### config.mk
export PLATFORM = sky130hd
export DESIGN_NAME = laser_scan_to_point_cloud
export DESIGN_NICKNAME = d
export VERILOG_FILES = /design/src/hdl/lstpc_pkg.sv /design/src/hdl/lstpc_front.sv /design/src/hdl/lstpc_queue.sv /design/src/hdl/lstpc_back.sv /design/src/hdl/laser_scan_to_point_cloud.sv
export SDC_FILE = /design/constraint.sdc
export NUM_CORES = 2
export LEC_CHECK = 0
export ABC_AREA = 1
export BUFFER_PORTS_ARGS = -buffer_cell sky130_fd_sc_hd__buf_2
export CORE_ASPECT_RATIO = 0.75
export CORE_MARGIN = 3
export CORE_UTILIZATION = 40
export CTS_BUF_LIST = sky130_fd_sc_hd__clkbuf_16
export DETAILED_ROUTE_END_ITERATION = 12
export GPL_TIMING_DRIVEN = 0
export PLACE_DENSITY_LB_ADDON = 0.15
export SLEW_MARGIN = 20
export SYNTH_ARGS = -nofsm -noshare
export SYNTH_HDL_FRONTEND = slang
export SYNTH_SLANG_ARGS = --single-unit
export TNS_END_PERCENT = 30
### constraint.sdc
create_clock -name clk_i -period 13.4 [get_ports clk_i]
set_clock_uncertainty 0.2 [all_clocks]
set_input_delay 0.67 -clock clk_i [delete_from_list [all_inputs] [get_ports clk_i]]
set_output_delay 0.67 -clock clk_i [all_outputs]
set_load 0.01 [all_outputs]
### src/hdl/lstpc_pkg.sv
// ----------------------------------------------------------------------------
// lstpc_pkg: shared types and constants for the lidar point transform
// Register indexes, inverse CORDIC gain and arctangent table, beat type of the
// queue between the front and back parts.
// ----------------------------------------------------------------------------
`default_nettype none
package lstpc_pkg;

  localparam int unsigned CordicStepsDef = 16;
  localparam int unsigned CfgIdxW        = 3;
  localparam int unsigned CfgDataW       = 64;
  localparam int unsigned RangeW         = 20;
  localparam int unsigned AngleW         = 32;
  localparam int unsigned CoordW         = 31;
  localparam int unsigned QueueDepth     = 2;

  typedef enum logic [CfgIdxW-1:0] {
    RegMinRange  = 3'd0,
    RegMaxRange  = 3'd1,
    RegErrLimit  = 3'd2,
    RegStart     = 3'd3,
    RegStep      = 3'd4,
    RegRowX      = 3'd5,
    RegRowY      = 3'd6,
    RegRowZ      = 3'd7
  } cfg_reg_e;

  // Inverse CORDIC gain in Q30
  localparam logic [29:0] GainQ30 = 30'd652032874;

  // Beat handed from front to back
  typedef struct packed {
    logic                valid;
    logic                last;
    logic [RangeW-1:0]   range;
    logic [AngleW-1:0]   angle;
  } beam_t;

  function automatic logic [31:0] atan_lut(input logic [4:0] i);
    logic [31:0] v;
    case (i)
      5'd0:  v = 32'd536870912;
      5'd1:  v = 32'd316933406;
      5'd2:  v = 32'd167458907;
      5'd3:  v = 32'd85004756;
      5'd4:  v = 32'd42667331;
      5'd5:  v = 32'd21354465;
      5'd6:  v = 32'd10679838;
      5'd7:  v = 32'd5340245;
      5'd8:  v = 32'd2670163;
      5'd9:  v = 32'd1335087;
      5'd10: v = 32'd667544;
      5'd11: v = 32'd333772;
      5'd12: v = 32'd166886;
      5'd13: v = 32'd83443;
      5'd14: v = 32'd41722;
      5'd15: v = 32'd20861;
      5'd16: v = 32'd10430;
      5'd17: v = 32'd5215;
      5'd18: v = 32'd2608;
      5'd19: v = 32'd1304;
      5'd20: v = 32'd652;
      5'd21: v = 32'd326;
      5'd22: v = 32'd163;
      5'd23: v = 32'd81;
      default: v = 32'd0;
    endcase
    return v;
  endfunction

endpackage
`default_nettype wire

### src/hdl/lstpc_front.sv
// ----------------------------------------------------------------------------
// lstpc_front: beam intake and classification
// Checks range limits, forms the beam angle and advances the scan offset.
// ----------------------------------------------------------------------------
`default_nettype none
module lstpc_front
  import lstpc_pkg::*;
(
  input  wire logic              clk_i,
  input  wire logic              rst_ni,
  input  wire logic              push_i,
  input  wire logic [RangeW-1:0] range_i,
  input  wire logic              last_i,
  input  wire logic [RangeW-1:0] min_i,
  input  wire logic [RangeW-1:0] max_i,
  input  wire logic [RangeW-1:0] lim_i,
  input  wire logic [AngleW-1:0] start_i,
  input  wire logic [AngleW-1:0] step_i,
  output beam_t                  beam_o
);

  logic [AngleW-1:0] offset_q, offset_d;

  // classify the beat
  always_comb begin
    beam_o.valid = (range_i >= min_i) && (range_i <= max_i) && (range_i >= lim_i);
    beam_o.last  = last_i;
    beam_o.range = range_i;
    beam_o.angle = start_i + offset_q;
    offset_d     = last_i ? '0 : offset_q + step_i;
  end

  always_ff @(posedge clk_i or negedge rst_ni) begin
    if (!rst_ni) begin
      offset_q <= '0;
    end else if (push_i) begin
      offset_q <= offset_d;
    end
  end

endmodule
`default_nettype wire

### src/hdl/lstpc_queue.sv
// ----------------------------------------------------------------------------
// lstpc_queue: small FIFO between front and back
// Register-based, depth from parameter.
// ----------------------------------------------------------------------------
`default_nettype none
module lstpc_queue
  import lstpc_pkg::*;
#(
  parameter int unsigned Depth = QueueDepth
) (
  input  wire logic  clk_i,
  input  wire logic  rst_ni,
  input  wire logic  wr_i,
  input  wire beam_t wdata_i,
  output logic       full_o,
  input  wire logic  rd_i,
  output beam_t      rdata_o,
  output logic       empty_o
);

  localparam int unsigned PtrW = (Depth > 1) ? $clog2(Depth) : 1;

  beam_t             mem_q [Depth];
  logic [PtrW-1:0]   wp_q, rp_q;
  logic [PtrW:0]     cnt_q;

  assign full_o  = (cnt_q == (PtrW+1)'(Depth));
  assign empty_o = (cnt_q == '0);
  assign rdata_o = mem_q[rp_q];

  always_ff @(posedge clk_i) begin
    if (wr_i && !full_o) mem_q[wp_q] <= wdata_i;
  end

  always_ff @(posedge clk_i or negedge rst_ni) begin
    if (!rst_ni) begin
      wp_q  <= '0;
      rp_q  <= '0;
      cnt_q <= '0;
    end else begin
      if (wr_i && !full_o)
        wp_q <= (wp_q == PtrW'(Depth-1)) ? '0 : wp_q + 1'b1;
      if (rd_i && !empty_o)
        rp_q <= (rp_q == PtrW'(Depth-1)) ? '0 : rp_q + 1'b1;
      cnt_q <= cnt_q + (PtrW+1)'(wr_i && !full_o) - (PtrW+1)'(rd_i && !empty_o);
    end
  end

`ifndef SYNTH
  a_cnt_range: assert property (@(posedge clk_i) disable iff (!rst_ni)
    cnt_q <= (PtrW+1)'(Depth)) else $error("queue count overflow");
  a_no_wr_full: assert property (@(posedge clk_i) disable iff (!rst_ni)
    (full_o && wr_i && !rd_i) |=> full_o) else $error("full lost");
  a_empty_hold: assert property (@(posedge clk_i) disable iff (!rst_ni)
    (empty_o && !wr_i) |=> empty_o) else $error("empty lost");
`endif

endmodule
`default_nettype wire

### src/hdl/lstpc_back.sv
// ----------------------------------------------------------------------------
// lstpc_back: CORDIC rotation and affine transform
// Sequencer: gain multiply, iterative CORDIC, six products on one shared
// multiplier, rounding and saturation into an output register.
// ----------------------------------------------------------------------------
`default_nettype none
module lstpc_back
  import lstpc_pkg::*;
#(
  parameter int unsigned CordicSteps = CordicStepsDef
) (
  input  wire logic              clk_i,
  input  wire logic              rst_ni,
  input  wire logic              empty_i,
  input  wire beam_t             beam_i,
  output logic                   take_o,
  input  wire logic [63:0]       row_x_i,
  input  wire logic [63:0]       row_y_i,
  input  wire logic [63:0]       row_z_i,
  output logic                   empty_o,
  input  wire logic              pop_i,
  output logic                   point_valid_o,
  output logic signed [CoordW-1:0] x_o,
  output logic signed [CoordW-1:0] y_o,
  output logic signed [CoordW-1:0] z_o,
  output logic                   end_of_scan_o
);

  typedef enum logic [2:0] {
    StIdle, StGain, StRot, StMul, StOut
  } state_e;

  localparam int unsigned CntW = $clog2(CordicSteps + 1);

  state_e                 state_q;
  logic [CntW-1:0]        it_q;
  logic [2:0]             mi_q;
  logic signed [39:0]     x_q, y_q;
  logic signed [32:0]     z_q;
  logic [1:0]             quad_q;
  logic                   last_q, valid_q;
  logic [RangeW-1:0]      range_q;
  logic signed [66:0]     acc_q;
  logic signed [CoordW-1:0] res_q [3];
  logic                   full_q, full_d;

  // rotated point: px = -s, py = c
  logic signed [39:0] px, py;
  always_comb begin
    case (quad_q)
      2'd0:    begin px = -y_q; py =  x_q; end
      2'd1:    begin px = -x_q; py = -y_q; end
      2'd2:    begin px =  y_q; py = -x_q; end
      default: begin px =  x_q; py =  y_q; end
    endcase
  end

  // coefficient and operand for the shared multiply
  logic [63:0]         row;
  logic signed [17:0]  coef;
  logic signed [39:0]  opnd;
  logic signed [57:0]  prod;
  always_comb begin
    case (mi_q[2:1])
      2'd0:    row = row_x_i;
      2'd1:    row = row_y_i;
      default: row = row_z_i;
    endcase
    coef = mi_q[0] ? $signed(row[45:28]) : $signed(row[63:46]);
    opnd = mi_q[0] ? py : px;
    prod = coef * opnd;
  end

  // round and saturate the finished row
  logic signed [66:0] sum, shd;
  logic signed [CoordW-1:0] sat;
  always_comb begin
    sum = acc_q + 67'(prod) + 67'sd536870912;
    shd = sum >>> 30;
    if (shd > 67'sd1073741823)       sat = 31'sh3FFFFFFF;
    else if (shd < -67'sd1073741824) sat = 31'sh40000000;
    else                             sat = shd[CoordW-1:0];
  end

  logic signed [39:0] dx, dy;
  logic signed [32:0] at;
  assign dx = y_q >>> it_q;
  assign dy = x_q >>> it_q;
  assign at = $signed({1'b0, atan_lut(5'(it_q))});

  logic [51:0] gp;
  assign gp = range_q * GainQ30;

  logic [AngleW-1:0] ap;
  assign ap = beam_i.angle + 32'h2000_0000;

  assign take_o  = (state_q == StIdle) && !empty_i;
  assign empty_o = !full_q;

  // output register occupancy: freed by a pop, refilled from StOut
  always_comb begin
    full_d = full_q;
    if (pop_i && full_q) full_d = 1'b0;
    if (state_q == StOut && (!full_q || pop_i)) full_d = 1'b1;
  end

  // sequencer with output register
  always_ff @(posedge clk_i or negedge rst_ni) begin
    if (!rst_ni) begin
      state_q <= StIdle;
      full_q  <= 1'b0;
      it_q    <= '0;
      mi_q    <= '0;
    end else begin
      full_q <= full_d;
      case (state_q)
        StIdle: if (!empty_i) begin
          range_q <= beam_i.range;
          last_q  <= beam_i.last;
          valid_q <= beam_i.valid;
          quad_q  <= ap[31:30];
          z_q     <= $signed({3'b0, ap[29:0]}) - 33'sd536870912;
          state_q <= StGain;
        end
        StGain: begin
          x_q     <= $signed({2'b0, gp[51:14]});
          y_q     <= '0;
          it_q    <= '0;
          state_q <= StRot;
        end
        StRot: begin
          if (it_q == CntW'(CordicSteps)) begin
            mi_q    <= '0;
            acc_q   <= '0;
            state_q <= StMul;
          end else begin
            if (!z_q[32]) begin
              x_q <= x_q - dx; y_q <= y_q + dy; z_q <= z_q - at;
            end else begin
              x_q <= x_q + dx; y_q <= y_q - dy; z_q <= z_q + at;
            end
            it_q <= it_q + 1'b1;
          end
        end
        StMul: begin
          if (!mi_q[0]) begin
            acc_q <= 67'(prod) + {{7{row[27]}}, row[27:0], 32'b0};
          end else begin
            res_q[mi_q[2:1]] <= valid_q ? sat : '0;
            acc_q <= '0;
          end
          if (mi_q == 3'd5) state_q <= StOut;
          mi_q <= mi_q + 1'b1;
        end
        StOut: if (!full_q || pop_i) begin
          state_q <= StIdle;
        end
        default: state_q <= StIdle;
      endcase
    end
  end

  always_ff @(posedge clk_i) begin
    if (state_q == StOut && (!full_q || pop_i)) begin
      point_valid_o <= valid_q;
      end_of_scan_o <= last_q;
      x_o <= res_q[0];
      y_o <= res_q[1];
      z_o <= res_q[2];
    end
  end

`ifndef SYNTH
  a_take_idle: assert property (@(posedge clk_i) disable iff (!rst_ni)
    take_o |=> state_q == StGain) else $error("take outside idle");
  a_it_bound: assert property (@(posedge clk_i) disable iff (!rst_ni)
    it_q <= CntW'(CordicSteps)) else $error("cordic counter overrun");
  a_inv_zero: assert property (@(posedge clk_i) disable iff (!rst_ni)
    (!empty_o && !point_valid_o) |-> (x_o == '0 && y_o == '0 && z_o == '0))
    else $error("invalid beam carries data");
`endif

endmodule
`default_nettype wire

### src/hdl/laser_scan_to_point_cloud.sv
// ----------------------------------------------------------------------------
// laser_scan_to_point_cloud: lidar beam to transformed 3-D point
// Front classifies beams, a small queue decouples, back computes points.
// ----------------------------------------------------------------------------
// Each beam runs an iterative CORDIC at one step a cycle, then six row
// products through one shared multiplier. Beams queue while the back part
// works, and a finished point waits in the output register. Configure only
// while idle.
`default_nettype none
module laser_scan_to_point_cloud
  import lstpc_pkg::*;
#(
  parameter int unsigned CORDIC_STEPS = CordicStepsDef
) (
  input  wire logic                 clk_i,
  input  wire logic                 rst_ni,
  input  wire logic                 push,
  output logic                      full,
  input  wire logic [RangeW-1:0]    range_mm_i,
  input  wire logic                 last_beam_i,
  output logic                      empty,
  input  wire logic                 pop,
  output logic                      point_valid_o,
  output logic signed [CoordW-1:0]  x_quarter_mm_o,
  output logic signed [CoordW-1:0]  y_quarter_mm_o,
  output logic signed [CoordW-1:0]  z_quarter_mm_o,
  output logic                      end_of_scan_o,
  input  wire logic                 cfg_valid_i,
  output logic                      cfg_ready_o,
  input  wire logic [CfgIdxW-1:0]   cfg_index_i,
  input  wire logic [CfgDataW-1:0]  cfg_data_i
);

  logic [RangeW-1:0] min_q, max_q, lim_q;
  logic [AngleW-1:0] start_q, step_q;
  logic [63:0]       rowx_q, rowy_q, rowz_q;

  assign cfg_ready_o = 1'b1;

  // configuration registers
  always_ff @(posedge clk_i or negedge rst_ni) begin
    if (!rst_ni) begin
      min_q   <= '0;
      max_q   <= '0;
      lim_q   <= 20'd66;
      start_q <= '0;
      step_q  <= '0;
      rowx_q  <= 64'h4000_0000_0000_0000;
      rowy_q  <= 64'h0000_1000_0000_0000;
      rowz_q  <= '0;
    end else if (cfg_valid_i) begin
      case (cfg_reg_e'(cfg_index_i))
        RegMinRange: min_q   <= cfg_data_i[RangeW-1:0];
        RegMaxRange: max_q   <= cfg_data_i[RangeW-1:0];
        RegErrLimit: lim_q   <= cfg_data_i[RangeW-1:0];
        RegStart:    start_q <= cfg_data_i[AngleW-1:0];
        RegStep:     step_q  <= cfg_data_i[AngleW-1:0];
        RegRowX:     rowx_q  <= cfg_data_i;
        RegRowY:     rowy_q  <= cfg_data_i;
        RegRowZ:     rowz_q  <= cfg_data_i;
        default: ;
      endcase
    end
  end

  beam_t fbeam, qbeam;
  logic  qempty, take, acc;

  assign acc = push && !full;

  lstpc_front u_front (
    .clk_i, .rst_ni, .push_i(acc), .range_i(range_mm_i), .last_i(last_beam_i),
    .min_i(min_q), .max_i(max_q), .lim_i(lim_q), .start_i(start_q),
    .step_i(step_q), .beam_o(fbeam)
  );

  lstpc_queue u_queue (
    .clk_i, .rst_ni, .wr_i(push), .wdata_i(fbeam), .full_o(full),
    .rd_i(take), .rdata_o(qbeam), .empty_o(qempty)
  );

  lstpc_back #(.CordicSteps(CORDIC_STEPS)) u_back (
    .clk_i, .rst_ni, .empty_i(qempty), .beam_i(qbeam), .take_o(take),
    .row_x_i(rowx_q), .row_y_i(rowy_q), .row_z_i(rowz_q),
    .empty_o(empty), .pop_i(pop), .point_valid_o,
    .x_o(x_quarter_mm_o), .y_o(y_quarter_mm_o), .z_o(z_quarter_mm_o),
    .end_of_scan_o
  );

endmodule
`default_nettype wire

==> flow_summary.yaml <==
run_status:
  status: "finished clean"
die:
  die_h_um: 427.2
  row_count: 153
  die_area_um2: 242500
  coreArea_um2: 233500
  start_util_pct: 40.52
  boundaryPins: 191
  die_w_um: 567.7
global_route:
  grt_pass1_vias: 84511
  grt.total_usage_pct: 34.39
  global_route.usage.met2_pct: 43.69
  grtUsageMet3_pct: 11.51
  grt-busiest-layer: "met1"
  met1_usage_pct: 54.79
  grt_max_degree: 100
  antenna_found_initial: 26
  grt-ovfl-total: 0
  grt_pass1_wl_um: 605600
layout:
  final_area_um2: 104400
  final-instance-count-excl-fill: 15564
  syn2layout_area_growth_pct: 10.34
  drive_gt1_share_pct: 6.486
  nNetsFinal: 14135
clock_network:
  clk_root_buffer_cell: "clkbuf_16"
  cts_inserted_buffers: 94
  clk_path_buf_depth: 3
  clkSinkCount: 858
  cts_max_level: 3
  clock_latency_ns: 0.74
  tritoncts: "built"
  clk_pin_slew_ns: 0.06
logic_synthesis:
  yosys_warnings: 0
  synth_edf_count: 494
  synth_area_um2: 94640
  ys_seq_area_share_pct: 25.30
  synthDominantCellAreaShare_pct: 19.67
  synthArstFlopShare_pct: 42.42
  netlist_top_cells_area: "fa_1 (20%), edfxtp_1 (16%), nand2_1 (10%), ha_1 (9.7%), dfrtp_1 (9.5%)"
  postSynthAreaPerCell_um2: 7.887
  synth.distinct_cells: 80
  synthTopCellsByCount: "nand2_1 (2592), inv_1 (1980), nor2_1 (1166)"
  ys_ff_latch: 858
  netlist_instances: 12000
  synth_nets: 13758
  yosysMostFrequentCell: "nand2_1"
  synth_top_cell_by_area: "fa_1"
  synthFlopType: "edfxtp_1"
placed_design:
  post-place-cells: 15328
  hpwl_um: 353500
  numPortBuffers: 189
  place_area_um2: 100200
  gp_congestion: 1.050
min_path:
  hp-start: "range_mm_i[11]"
  min_path_type: "input port to register"
timing:
  worst_pin_slew_ns: 1.265
  fin_setup_tns_ns: 0
  relSlewSlack_pct: 15.69
  finalSetupViolations: 0
  min_period_ns: 13.08
  slew_violations: 0
  period_share_pct: 97.63
  timing.fmax_mhz: 76.44
  hold_viol_final: 0
drt:
  dr.pass1.iters: 8
  num_vias: 87783
  via_per_inst: 5.640
  drt_iter0_markers: 10705
  drc: 0
  drt_wl_total_um: 423600
  postRouteAntennaNets: 0
  wire_per_inst_um: 27.22
setup_path:
  worstPathMaxFanout: 10
  rr_startpoint: "u_back.quad_q[0]"
  worstSetupStartpointType: "register"
  startpoint: "u_back.quad_q[0]"
  crit_slowest_cell: "fa_1"
  cp.required_ns: 13.74
  crit_type: "register to register"
  crit_top_cell: "nand2_1"
  endpoint_kind: "register"
  arrival_ns: 13.42
  crit_path_max_incr_delay_ns: 0.64
job:
  maxCapViolCount: 0
-- cells by family after synthesis --
family / after synthesis / synth area share, %
xor gates and xnor gates: 264 / 2.443
buffers and inverters: 2391 / 9.737
muxes: 14 / 0.1481
other: 1 / 0.003962
adders and majority gates: 1665 / 29.39
and+or+nand+nor: 4517 / 19.39
AOI/OAI and AO/OA: 2290 / 13.58
DFF: 858 / 25.30
-- sequential cells by signal, summed over array words and instances, names as in the netlist, 33 cells and up --
register,cells
rowx_q,64
rowy_q,64
rowz_q,64
u_back.acc_q,61
u_back.res_q,93
u_back.x_q,40
u_back.y_q,40
u_back.z_q,33
u_queue.mem_q,108
-- layout make-up --
type                            count  area (um^2)
Clock buffer                       96         2402
Sequential cell                   858        23950
Clock inverter                     81        769.5
Buffer                            376         1757
Multi-Input combinational cell   8751        62010
Fill cell                       23690       129100
Inverter                         2013         7576
Tap cell                         3100         3879
Timing Repair Buffer              283         2071
Antenna cell                        6        15.01
-- layout by cell type, fill, tap and decap left out, types with 20 or more instances in the layout --
master,netlist,routed
o21ai_0,840,828
nand2_2,19,28
dfrtp_1,360,360
a21oi_1,861,844
xnor2_1,82,79
clkbuf_1,258,197
nand4_1,67,67
nor2_1,1166,1157
nand2_1,2592,2580
clkinv_1,18,31
buf_4,12,60
buf_1,42,34
buf_2,51,248
o21ai_1,80,85
clkbuf_2,0,58
o21bai_1,21,21
clkbuf_16,0,96
o211ai_1,91,91
or2_2,46,46
edfxtp_1,494,494
ha_1,735,729
fa_1,930,924
o221ai_1,66,66
o2111ai_1,20,20
o21a_1,46,46
a31oi_1,65,65
nor3_1,80,71
nor4_1,34,30
inv_1,1980,1993
o22ai_1,61,61
xor2_1,182,169
nand3_1,438,438
a21o_1,42,42
-- layer usage --
| metal | wire length, um | vias to the layer above |
|---|---|---|
| li1 | - | 39539 |
| met1 | 208000 | 43509 |
| met2 | 155200 | 4328 |
| met3 | 51760 | 401 |
| met4 | 8534 | 6 |
| met5 | 80 | - |
-- timing repair --
action / CTS / global route
setup buffers: 5 / 38
hold buffers: 10 / 0
pin swaps: 1 / 8
setup endpoints to repair: 96 / 99
gates resized for setup: 48 / 154
hold endpoints to repair: 209 / 0
-- metrics by stage --
step	util (%)	setup slack, ns	hold slack, ns
6_report	44.71	0.3180	0.04703
5_1_grt	44.71	-0.06575	0.02664
4_1_cts	44.40	0.003670	0.001805
3_5_place_dp	42.90	-1.155	0.2045
3_3_place_gp	42.59	-2.585	0.2011
2_1_floorplan	-	3.521	0.1744
-- critical path: cells and delay by family, from the launching register on --
family          cells  cell delay [ns]
simple gates       20             3.27
buf+inv             9             2.59
flops               1             0.62
xor+xnor            1             0.36
compound gates      8             1.60
fa+ha+maj           9             4.21
-- worst paths after layout --
path | end | cells after the start | slack, ns
max in group asynchronous | rowy_q[0] | 4 | 11.68
min in group asynchronous | rowx_q[22] | 2 | 0.10
max reg2reg | u_back.res_q[0][25] | 47 | 0.32
min reg2reg | x_quarter_mm_o[26] | 0 | 0.21
min | u_queue.mem_q[0][43] | 1 | 0.05
max | u_back.res_q[0][25] | 47 | 0.32
Power is left out: the tool's default activity adds up to more than one toggle a clock period on the data nets, which glitch-free logic cannot reach.
